`config.mk`:
```
export PLATFORM = sky130hd
export DESIGN_NAME = humidity_temperature_frame_filter_top
export DESIGN_NICKNAME = d
export VERILOG_FILES = /design/src/rtl/htff_pkg.sv /design/src/rtl/htff_front.sv /design/src/rtl/htff_queue.sv /design/src/rtl/htff_div.sv /design/src/rtl/htff_back.sv /design/src/rtl/humidity_temperature_frame_filter_top.sv
export VERILOG_INCLUDE_DIRS = /design/src /design/src/rtl
export SDC_FILE = /design/constraint.sdc
export NUM_CORES = 2
export LEC_CHECK = 0
export BUFFER_PORTS_ARGS = -buffer_cell sky130_fd_sc_hd__buf_2
export CAP_MARGIN = 30
export CELL_PAD_IN_SITES_DETAIL_PLACEMENT = 0
export CELL_PAD_IN_SITES_GLOBAL_PLACEMENT = 1
export CORE_ASPECT_RATIO = 0.9
export CORE_MARGIN = 1
export CORE_UTILIZATION = 56
export CTS_CLUSTER_DIAMETER = 60
export DETAILED_ROUTE_END_ITERATION = 10
export HOLD_SLACK_MARGIN = 0.08
export PLACE_DENSITY_LB_ADDON = 0.1
export SETUP_SLACK_MARGIN = 0.3
export SLEW_MARGIN = 15
export SYNTH_ARGS = -nofsm -noshare
export SYNTH_HDL_FRONTEND = slang
export SYNTH_SLANG_ARGS = --single-unit
```
`constraint.sdc`:
```
create_clock -name clk -period 19.5 [get_ports clk]
set_clock_uncertainty 0.05 [all_clocks]
set_input_delay 2.925 -clock clk [delete_from_list [all_inputs] [get_ports clk]]
set_output_delay 2.925 -clock clk [all_outputs]
set_load 0.01 [all_outputs]
```
`src/rtl/humidity_temperature_frame_filter_top_assert.svh`:
```
// Assertion macros for the frame filter.
// Each macro checks a clocked implication on clk, disabled while rst_n is low.
`ifndef HUMIDITY_TEMPERATURE_FRAME_FILTER_TOP_ASSERT_SVH
`define HUMIDITY_TEMPERATURE_FRAME_FILTER_TOP_ASSERT_SVH

`ifndef SYNTHESIS
`define HTFF_ASSERT_SAME(lbl, ante, cons) \
  lbl: assert property (@(posedge clk) disable iff (!rst_n) (ante) |-> (cons)) \
    else $error("assertion failed: same-cycle implication");
`define HTFF_ASSERT_NEXT(lbl, ante, cons) \
  lbl: assert property (@(posedge clk) disable iff (!rst_n) (ante) |=> (cons)) \
    else $error("assertion failed: next-cycle implication");
`else
`define HTFF_ASSERT_SAME(lbl, ante, cons)
`define HTFF_ASSERT_NEXT(lbl, ante, cons)
`endif

`endif

```
`src/rtl/htff_pkg.sv`:
```
`default_nettype none
package htff_pkg;

  localparam int BYTE_W   = 8;
  localparam int CODE_W   = 20;
  localparam int HUM_W    = 14;
  localparam int TOUT_W   = 15;
  localparam int TEMP_W   = 16;
  localparam int KW       = 8;
  localparam int DIV_W    = 23;
  localparam int POS_W    = 3;
  localparam int FRAME_W  = 40;

  localparam logic [POS_W-1:0] POS_IDLE = 3'd0;
  localparam logic [POS_W-1:0] POS_LAST = 3'd5;

  localparam logic [1:0] STAT_OK    = 2'd0;
  localparam logic [1:0] STAT_BUSY  = 2'd1;
  localparam logic [1:0] STAT_UNCAL = 2'd2;

  localparam int STATUS_BUSY_BIT = 7;
  localparam int STATUS_CAL_BIT  = 3;

  localparam logic [13:0] HUM_SPAN    = 14'd10000;
  localparam logic [14:0] TEMP_SPAN   = 15'd20000;
  localparam logic [15:0] TEMP_OFFSET = 16'd5000;
  localparam logic [KW-1:0] WEIGHT_RESET = 8'd8;

  typedef struct packed {
    logic              busy;
    logic              cal;
    logic [CODE_W-1:0] hcode;
    logic [CODE_W-1:0] tcode;
  } htff_job_t;

endpackage
`default_nettype wire

```
`src/rtl/htff_front.sv`:
```
`default_nettype none
module htff_front import htff_pkg::*; (
  input  wire logic              clk,
  input  wire logic              rst_n,
  input  wire logic              accept,
  input  wire logic [BYTE_W-1:0] rx_byte,
  input  wire logic              frame_start,
  output logic                   push,
  output htff_job_t              job
);

  logic [POS_W-1:0]   pos_r, pos_nxt;
  logic [FRAME_W-1:0] frame_r, frame_nxt;

  always_comb begin
    pos_nxt   = pos_r;
    frame_nxt = frame_r;
    push      = 1'b0;
    if (accept) begin
      if (frame_start) begin
        frame_nxt = {{(FRAME_W-BYTE_W){1'b0}}, rx_byte};
        pos_nxt   = 3'd1;
      end else if (pos_r == POS_IDLE || pos_r > POS_LAST) begin
        pos_nxt = POS_IDLE;
      end else if (pos_r < POS_LAST) begin
        frame_nxt = {frame_r[FRAME_W-BYTE_W-1:0], rx_byte};
        pos_nxt   = pos_r + 3'd1;
      end else begin
        pos_nxt = POS_IDLE;
        push    = 1'b1;
      end
    end
  end

  // status byte sits in the top byte; codes straddle the middle byte
  always_comb begin
    job.busy  = frame_r[32 + STATUS_BUSY_BIT];
    job.cal   = frame_r[32 + STATUS_CAL_BIT];
    job.hcode = frame_r[31:12];
    job.tcode = {frame_r[11:0], rx_byte};
  end

  always_ff @(posedge clk) begin
    if (!rst_n) begin
      pos_r <= POS_IDLE;
    end else begin
      pos_r <= pos_nxt;
    end
  end

  always_ff @(posedge clk) begin
    frame_r <= frame_nxt;
  end

endmodule
`default_nettype wire

```
`src/rtl/htff_queue.sv`:
```
`default_nettype none
module htff_queue import htff_pkg::*; #(
  parameter int DEPTH = 2
) (
  input  wire logic      clk,
  input  wire logic      rst_n,
  input  wire logic      push,
  input  wire htff_job_t push_data,
  input  wire logic      pop,
  output htff_job_t      pop_data,
  output logic           full,
  output logic           empty
);

  localparam int PTR_W = (DEPTH > 1) ? $clog2(DEPTH) : 1;
  localparam int CNT_W = $clog2(DEPTH + 1);
  localparam logic [PTR_W-1:0] PTR_LAST = PTR_W'(DEPTH - 1);
  localparam logic [CNT_W-1:0] CNT_FULL = CNT_W'(DEPTH);

  htff_job_t        mem [DEPTH];
  htff_job_t        rd_data_r;
  logic [PTR_W-1:0] wr_ptr_r, rd_ptr_r;
  logic [CNT_W-1:0] cnt_r;

  assign full     = (cnt_r == CNT_FULL);
  assign empty    = (cnt_r == '0);
  assign pop_data = rd_data_r;

  always_ff @(posedge clk) begin
    if (push) begin
      mem[wr_ptr_r] <= push_data;
    end
    if (pop) begin
      rd_data_r <= mem[rd_ptr_r];
    end
  end

  always_ff @(posedge clk) begin
    if (!rst_n) begin
      wr_ptr_r <= '0;
      rd_ptr_r <= '0;
      cnt_r    <= '0;
    end else begin
      if (push) begin
        wr_ptr_r <= (wr_ptr_r == PTR_LAST) ? '0 : wr_ptr_r + 1'b1;
      end
      if (pop) begin
        rd_ptr_r <= (rd_ptr_r == PTR_LAST) ? '0 : rd_ptr_r + 1'b1;
      end
      if (push && !pop) begin
        cnt_r <= cnt_r + 1'b1;
      end else if (pop && !push) begin
        cnt_r <= cnt_r - 1'b1;
      end
    end
  end

endmodule
`default_nettype wire

```
`src/rtl/htff_div.sv`:
```
`default_nettype none
module htff_div import htff_pkg::*; (
  input  wire logic             clk,
  input  wire logic             rst_n,
  input  wire logic             start,
  input  wire logic [DIV_W-1:0] dividend,
  input  wire logic [KW-1:0]    divisor,
  output logic      [DIV_W-1:0] quotient,
  output logic                  done
);

  // restoring divider, one quotient bit per cycle
  localparam int CNT_W = $clog2(DIV_W + 1);

  logic [DIV_W-1:0] work_r;
  logic [KW-1:0]    rem_r, div_r;
  logic [CNT_W-1:0] cnt_r;
  logic             busy_r, done_r;
  logic [KW:0]      rem_sh;
  logic             qbit;
  logic [KW:0]      rem_sub;

  always_comb begin
    rem_sh  = {rem_r, work_r[DIV_W-1]};
    rem_sub = rem_sh - {1'b0, div_r};
    qbit    = (rem_sh >= {1'b0, div_r});
  end

  assign quotient = work_r;
  assign done     = done_r;

  always_ff @(posedge clk) begin
    if (start) begin
      work_r <= dividend;
      rem_r  <= '0;
      div_r  <= divisor;
    end else if (busy_r) begin
      work_r <= {work_r[DIV_W-2:0], qbit};
      rem_r  <= qbit ? rem_sub[KW-1:0] : rem_sh[KW-1:0];
    end
  end

  always_ff @(posedge clk) begin
    if (!rst_n) begin
      busy_r <= 1'b0;
      done_r <= 1'b0;
      cnt_r  <= '0;
    end else begin
      done_r <= 1'b0;
      if (start) begin
        busy_r <= 1'b1;
        cnt_r  <= CNT_W'(DIV_W);
      end else if (busy_r) begin
        cnt_r <= cnt_r - 1'b1;
        if (cnt_r == CNT_W'(1)) begin
          busy_r <= 1'b0;
          done_r <= 1'b1;
        end
      end
    end
  end

endmodule
`default_nettype wire

```
`src/rtl/htff_back.sv`:
```
`default_nettype none
module htff_back import htff_pkg::*; (
  input  wire logic              clk,
  input  wire logic              rst_n,
  input  wire logic [KW-1:0]     weight,
  input  wire logic              q_empty,
  output logic                   q_pop,
  input  wire htff_job_t         q_data,
  output logic                   out_valid,
  input  wire logic              out_ready,
  output logic [1:0]             out_status,
  output logic [HUM_W-1:0]       out_hum,
  output logic [TOUT_W-1:0]      out_temp
);

  localparam logic [2:0] S_IDLE = 3'd0;
  localparam logic [2:0] S_LOAD = 3'd1;
  localparam logic [2:0] S_MAC  = 3'd2;
  localparam logic [2:0] S_DIV  = 3'd3;
  localparam logic [2:0] S_WAIT = 3'd4;
  localparam logic [2:0] S_DONE = 3'd5;

  logic [2:0]        state_r, state_nxt;
  logic [1:0]        status_r;
  logic [HUM_W-1:0]  hnew_r, filt_h_r;
  logic [TEMP_W-1:0] tnew_r, filt_t_r;
  logic [DIV_W-1:0]  num_h_r;
  logic [24:0]       num_t_r;
  logic              out_valid_r;
  logic [1:0]        out_status_r;
  logic [HUM_W-1:0]  out_hum_r;
  logic [TOUT_W-1:0] out_temp_r;

  logic [KW-1:0]     k_eff, km1;
  logic [33:0]       prod_hs;
  logic [34:0]       prod_ts;
  logic [21:0]       prod_h;
  logic signed [24:0] prod_t;
  logic [24:0]       mag_t;
  logic              div_start, done_h, done_t;
  logic [DIV_W-1:0]  q_h, q_t;
  logic [TEMP_W-1:0] q_t16;
  logic              load_out;

  // zero weight acts as one
  assign k_eff = (weight == '0) ? 8'd1 : weight;
  assign km1   = k_eff - 8'd1;

  assign prod_hs = q_data.hcode * HUM_SPAN;
  assign prod_ts = q_data.tcode * TEMP_SPAN;
  assign prod_h  = filt_h_r * km1;
  assign prod_t  = $signed(filt_t_r) * $signed({1'b0, km1});
  assign mag_t   = num_t_r[24] ? (25'd0 - num_t_r) : num_t_r;
  assign q_t16   = q_t[TEMP_W-1:0];

  assign div_start = (state_r == S_DIV);
  assign q_pop     = (state_r == S_IDLE) && !q_empty;
  assign load_out  = (state_r == S_DONE) && (!out_valid_r || out_ready);

  htff_div u_div_h (
    .clk      (clk),
    .rst_n    (rst_n),
    .start    (div_start),
    .dividend (num_h_r),
    .divisor  (k_eff),
    .quotient (q_h),
    .done     (done_h)
  );

  htff_div u_div_t (
    .clk      (clk),
    .rst_n    (rst_n),
    .start    (div_start),
    .dividend (mag_t[DIV_W-1:0]),
    .divisor  (k_eff),
    .quotient (q_t),
    .done     (done_t)
  );

  always_comb begin
    state_nxt = state_r;
    case (state_r)
      S_IDLE: if (!q_empty) state_nxt = S_LOAD;
      S_LOAD: state_nxt = q_data.busy ? S_DONE : S_MAC;
      S_MAC:  state_nxt = S_DIV;
      S_DIV:  state_nxt = S_WAIT;
      S_WAIT: if (done_h && done_t) state_nxt = S_DONE;
      S_DONE: if (load_out) state_nxt = S_IDLE;
      default: state_nxt = S_IDLE;
    endcase
  end

  // datapath registers
  always_ff @(posedge clk) begin
    if (state_r == S_LOAD) begin
      hnew_r   <= prod_hs[33:20];
      tnew_r   <= {1'b0, prod_ts[34:20]} - TEMP_OFFSET;
      status_r <= q_data.busy ? STAT_BUSY : (q_data.cal ? STAT_OK : STAT_UNCAL);
    end
    if (state_r == S_MAC) begin
      num_h_r <= DIV_W'(prod_h) + DIV_W'(hnew_r);
      num_t_r <= prod_t + 25'($signed(tnew_r));
    end
    if (load_out) begin
      out_status_r <= status_r;
      out_hum_r    <= filt_h_r;
      out_temp_r   <= filt_t_r[TOUT_W-1:0];
    end
  end

  always_ff @(posedge clk) begin
    if (!rst_n) begin
      state_r     <= S_IDLE;
      out_valid_r <= 1'b0;
      filt_h_r    <= '0;
      filt_t_r    <= '0;
    end else begin
      state_r <= state_nxt;
      if (load_out) begin
        out_valid_r <= 1'b1;
      end else if (out_ready) begin
        out_valid_r <= 1'b0;
      end
      if (state_r == S_WAIT && done_h && done_t) begin
        filt_h_r <= q_h[HUM_W-1:0];
        filt_t_r <= num_t_r[24] ? (16'd0 - q_t16) : q_t16;
      end
    end
  end

  assign out_valid  = out_valid_r;
  assign out_status = out_status_r;
  assign out_hum    = out_hum_r;
  assign out_temp   = out_temp_r;

endmodule
`default_nettype wire

```
`src/rtl/humidity_temperature_frame_filter_top.sv`:
```
// Channel  Dir  Payload                                   Request
// in_      in   tdata[7:0] rx_byte, tuser frame_start      one reply byte
// out_     out  tdata: humidity[13:0], temp[28:14]; tuser  one decoded reading
//               frame_status[1:0]
// cfg_     in   wr_data[7:0] filter_weight                  register write
//
// Bytes are taken one per cycle while the frame queue has room.
// Each completed frame holds the back end from pop to result register through these steps:
// pop, scaling multiply, multiply-accumulate, divider start, then a wait on
// two parallel 23-bit restoring dividers by the weight, then output load.
// Busy frames skip the math and go through pop, load and output only.
// Reset (rst_n low, synchronous) clears the filters, queue and weight (to 8).
// A stalled output holds its request; the front keeps taking bytes until the queue fills.
`default_nettype none
`include "humidity_temperature_frame_filter_top_assert.svh"
module humidity_temperature_frame_filter_top import htff_pkg::*; #(
  parameter int QUEUE_DEPTH = 2
) (
  input  wire logic        clk,
  input  wire logic        rst_n,
  input  wire logic        in_tvalid,
  output logic             in_tready,
  input  wire logic [7:0]  in_tdata,   // [7:0] rx_byte
  input  wire logic        in_tuser,   // [0] frame_start
  output logic             out_tvalid,
  input  wire logic        out_tready,
  output logic [31:0]      out_tdata,  // [13:0] humidity_out, [28:14] temperature_out
  output logic [1:0]       out_tuser,  // [1:0] frame_status
  input  wire logic        cfg_wr_en,
  input  wire logic [7:0]  cfg_wr_data // [7:0] filter_weight
);

  logic [KW-1:0]     weight_r;
  logic              in_acc;
  logic              q_push, q_pop, q_full, q_empty;
  htff_job_t         push_job, pop_job;
  logic [1:0]        res_status;
  logic [HUM_W-1:0]  res_hum;
  logic [TOUT_W-1:0] res_temp;

  // smoothing divisor
  always_ff @(posedge clk) begin
    if (!rst_n) begin
      weight_r <= WEIGHT_RESET;
    end else if (cfg_wr_en) begin
      weight_r <= cfg_wr_data;
    end
  end

  assign in_tready = !q_full;
  assign in_acc    = in_tvalid && in_tready;

  // front: byte framing and status bit extraction
  htff_front u_front (
    .clk         (clk),
    .rst_n       (rst_n),
    .accept      (in_acc),
    .rx_byte     (in_tdata),
    .frame_start (in_tuser),
    .push        (q_push),
    .job         (push_job)
  );

  // decouples framing from the arithmetic
  htff_queue #(
    .DEPTH (QUEUE_DEPTH)
  ) u_queue (
    .clk       (clk),
    .rst_n     (rst_n),
    .push      (q_push),
    .push_data (push_job),
    .pop       (q_pop),
    .pop_data  (pop_job),
    .full      (q_full),
    .empty     (q_empty)
  );

  // back: scaling, IIR update, output register
  htff_back u_back (
    .clk        (clk),
    .rst_n      (rst_n),
    .weight     (weight_r),
    .q_empty    (q_empty),
    .q_pop      (q_pop),
    .q_data     (pop_job),
    .out_valid  (out_tvalid),
    .out_ready  (out_tready),
    .out_status (res_status),
    .out_hum    (res_hum),
    .out_temp   (res_temp)
  );

  assign out_tdata = {3'b000, res_temp, res_hum};
  assign out_tuser = res_status;

  // a frame never completes into a full queue
  `HTFF_ASSERT_SAME(a_no_overflow, q_push, !q_full)
  // back end only pulls jobs that exist
  `HTFF_ASSERT_SAME(a_no_underflow, q_pop, !q_empty)
  // a pop with no push in the same cycle cannot leave the queue full on the next cycle
  `HTFF_ASSERT_NEXT(a_pop_frees, q_pop && !q_push, !q_full)
  // reported status is one of the three defined codes
  `HTFF_ASSERT_SAME(a_status_code, out_tvalid,
    out_tuser == STAT_OK || out_tuser == STAT_BUSY || out_tuser == STAT_UNCAL)

endmodule
`default_nettype wire
```
==> impl_results.md <==
* Final nets at around 3600
* WL/cell at between 15 and 20 um
* Setup-failing EPs final at 0
* Slowest library cell on the worst path: xor2_2
* Flops & latches, synth at between 400 and 500
* Post-synth EDFFs at approximately 320
* Hold Path Class: register to register
* Vias in the first global route at between 20000 and 25000
* Hpwl dp at ~50000 um
* CTS tree: done
* TritonCTS Sinks at 403
* Clock buffer depth at 3
* I/O Buffers at 54
* Post-synthesis instance total at approximately 2900
* Global-route wire length before repair at about 110000 um
* Share of cells above drive strength 1 at 0.0756
* WP buf/inv at 3
* Tcrit/Tclk final at 0.392
* Number of library cell types mapped by synthesis at 75
* Core Box Area at 54700 um2
* Final global-route overflow total at 0
* Critical Path End Type: register
* Fin. max-slew vios at 0
* Seq/Total Area, Yosys at 0.361
* Via count at around 20000
* Root buf cell: clkbuf_16
* Postcts setup bufs at 0
* Yosys warnings at 0
* Vias per cell at around 5.3
* Clock slew at reported path FFs at approximately 0.060 ns
* Outcome: finished clean
* Max Freq at 131 MHz
* RSZ-0062 raised after global routing: false
* I/O Pins at slightly below 60
* Initial antenna violation count at 0
* Post-synth ARST share at 0
* CTS buffer count at between 40 and 50
* Post-Syn Area at 31300 um2
* Min Tclk post-route at 7.65 ns
* Syn avg cell area at roughly 11 um2
* Post-route DRC at 0
* Reg2reg path depth at 25
* Largest net degree at the start of global routing at approximately 60
* Post-CTS resize count at 0
* HP Start: u_back.status_r[1]
* Hold Path Depth at 0
* TNS Setup at 0 ns
* Final GP Congestion at between 0.8 and 0.9
* Layout overhead on the synthesized area at 8.97%
* Max cap viols at 0
* Hold Path Sink: u_back.out_status[1]
* Die area at ~57000 um2
* # hold bufs at CTS at 0
* Row count at slightly above 80
* Ant diodes at 0
* Post-DRT Antenna Nets at 0
* FF-to-FF End: u_back.num_h_r[22]
* Drt total wl at about 65000 um
* CP arrival at approximately 7.9 ns
* Initial Util at 0.572
* Most frequent cells in the layout: inv_1, edfxtp_1, fa_1, nand2_1, ha_1
* CP max stage delay at around 0.65 ns
* Hold Fails Final Rpt at 0
* Crit path max fanout at 32
* H-tree level count at 2
* DRT Pass-1 Iters at 5
* Worst-Margin Slew at between 0.8 and 0.9 ns
* DR iter-0 viols at between 1000 and 1500
* Commonest non-fill, non-tap cell in the layout: inv_1
* Flop-to-flop setup slack at approximately 12 ns
* GRT Util Overall at 0.240
* Kind of critical path: register to register
* Die Width at about 250 um
* Primary FF master, synth: edfxtp_1
* RR Startpoint: weight_r[4]
* Critical path data required time at around 20 ns
* Startpoint class of the critical path: register
* CP top delay family: adder cells
* Slew HR at 0.408
* Clk_lat worst skew at just under 0.6 ns
* Die height at 226 um
## synth_stat cells (all sizes together), types with 12 or more instances
master	count	area, um2
inv	603	2260
edfxtp	324	9730
fa	302	6050
nand2	297	1110
ha	291	3640
and2	145	907
nor2	90	343
o21ai	87	439
dfxtp	79	1580
clkbuf	75	282
xnor2	64	561
xor2	63	552
a21oi	59	299
nor2b	53	332
mux2	42	473
nand2b	42	263
a21boi	40	300
a21o	31	233
nor3	24	125
mux2i	20	200
nand3	19	95.1
or3	16	100
nand4	14	87.6
a211oi	12	95.1
o21bai	12	90.1
o31ai	12	90.1
## final cells by class
cell class,instances,area (um2)
tap,705,882
multi-input combinational,1858,17500
clock inverter,27,315
timing repair buffer,79,557
sequential,403,11300
inverter,604,2270
clock buffer,57,1290
fill,4540,20600
## registers in the layout, indices dropped and copies added, names as in the netlist, 16 cells and up
| register | cells |
|---|---|
| u_back.filt_t_r | 16 |
| u_back.tnew_r | 16 |
| u_back.u_div_t.quotient | 23 |
| u_back.num_h_r | 23 |
| u_queue.mem | 84 |
| u_back.num_t_r | 24 |
| u_back.u_div_h.quotient | 23 |
| u_queue.pop_data | 42 |
| u_front.frame_r | 34 |
## logic make-up after synthesis
logic type,synth area share
AND/OR/NAND/NOR,0.120
buffers and inverters,0.0828
adder cells (fa/ha/maj),0.310
flip-flops,0.361
AO/OA/AOI/OAI,0.0691
XOR/XNOR,0.0355
multiplexers,0.0215
other,0.000120
## metal layers
metal  wire length (um)  GRT usage  vias up
met5                  0          0        -
met4               1230     0.0584        0
met3               2750     0.0309       89
met2              31200      0.406      378
met1              29800      0.331     9839
li1                   -          -     9595
## worst max path at each step
stage / slack, ns / cells past startpoint / start / to
after global placement: 11.91 / 26 / weight_r[4] / u_back.num_t_r[24]
final: 11.85 / 25 / weight_r[4] / u_back.num_h_r[22]
after floorplan: 13.02 / 27 / weight_r[4] / u_back.num_t_r[24]
after CTS: 11.72 / 26 / weight_r[4] / u_back.num_t_r[24]
after global routing: 11.33 / 23 / weight_r[4] / u_back.num_h_r[21]
after detailed placement: 11.73 / 26 / weight_r[4] / u_back.num_t_r[24]
## stage by stage
| stage | hold WS [ns] | area (um2) | util | instances | setup WS [ns] |
|---|---|---|---|---|---|
| after detailed placement | 0.368 | 32500 | 0.594 | 3648 | 11.73 |
| after global placement | 0.361 | 32300 | 0.591 | 3641 | 11.91 |
| final | 0.374 | 34100 | 0.623 | 3733 | 11.85 |
| after global routing | 0.387 | 34100 | 0.623 | 3733 | 11.33 |
| after CTS | 0.377 | 34100 | 0.623 | 3732 | 11.72 |
| after floorplan | 0.350 | 31300 | - | 2948 | 13.02 |
Power is left out: the tool's default activity adds up to more than one toggle a clock period on the data nets, which glitch-free logic cannot reach.
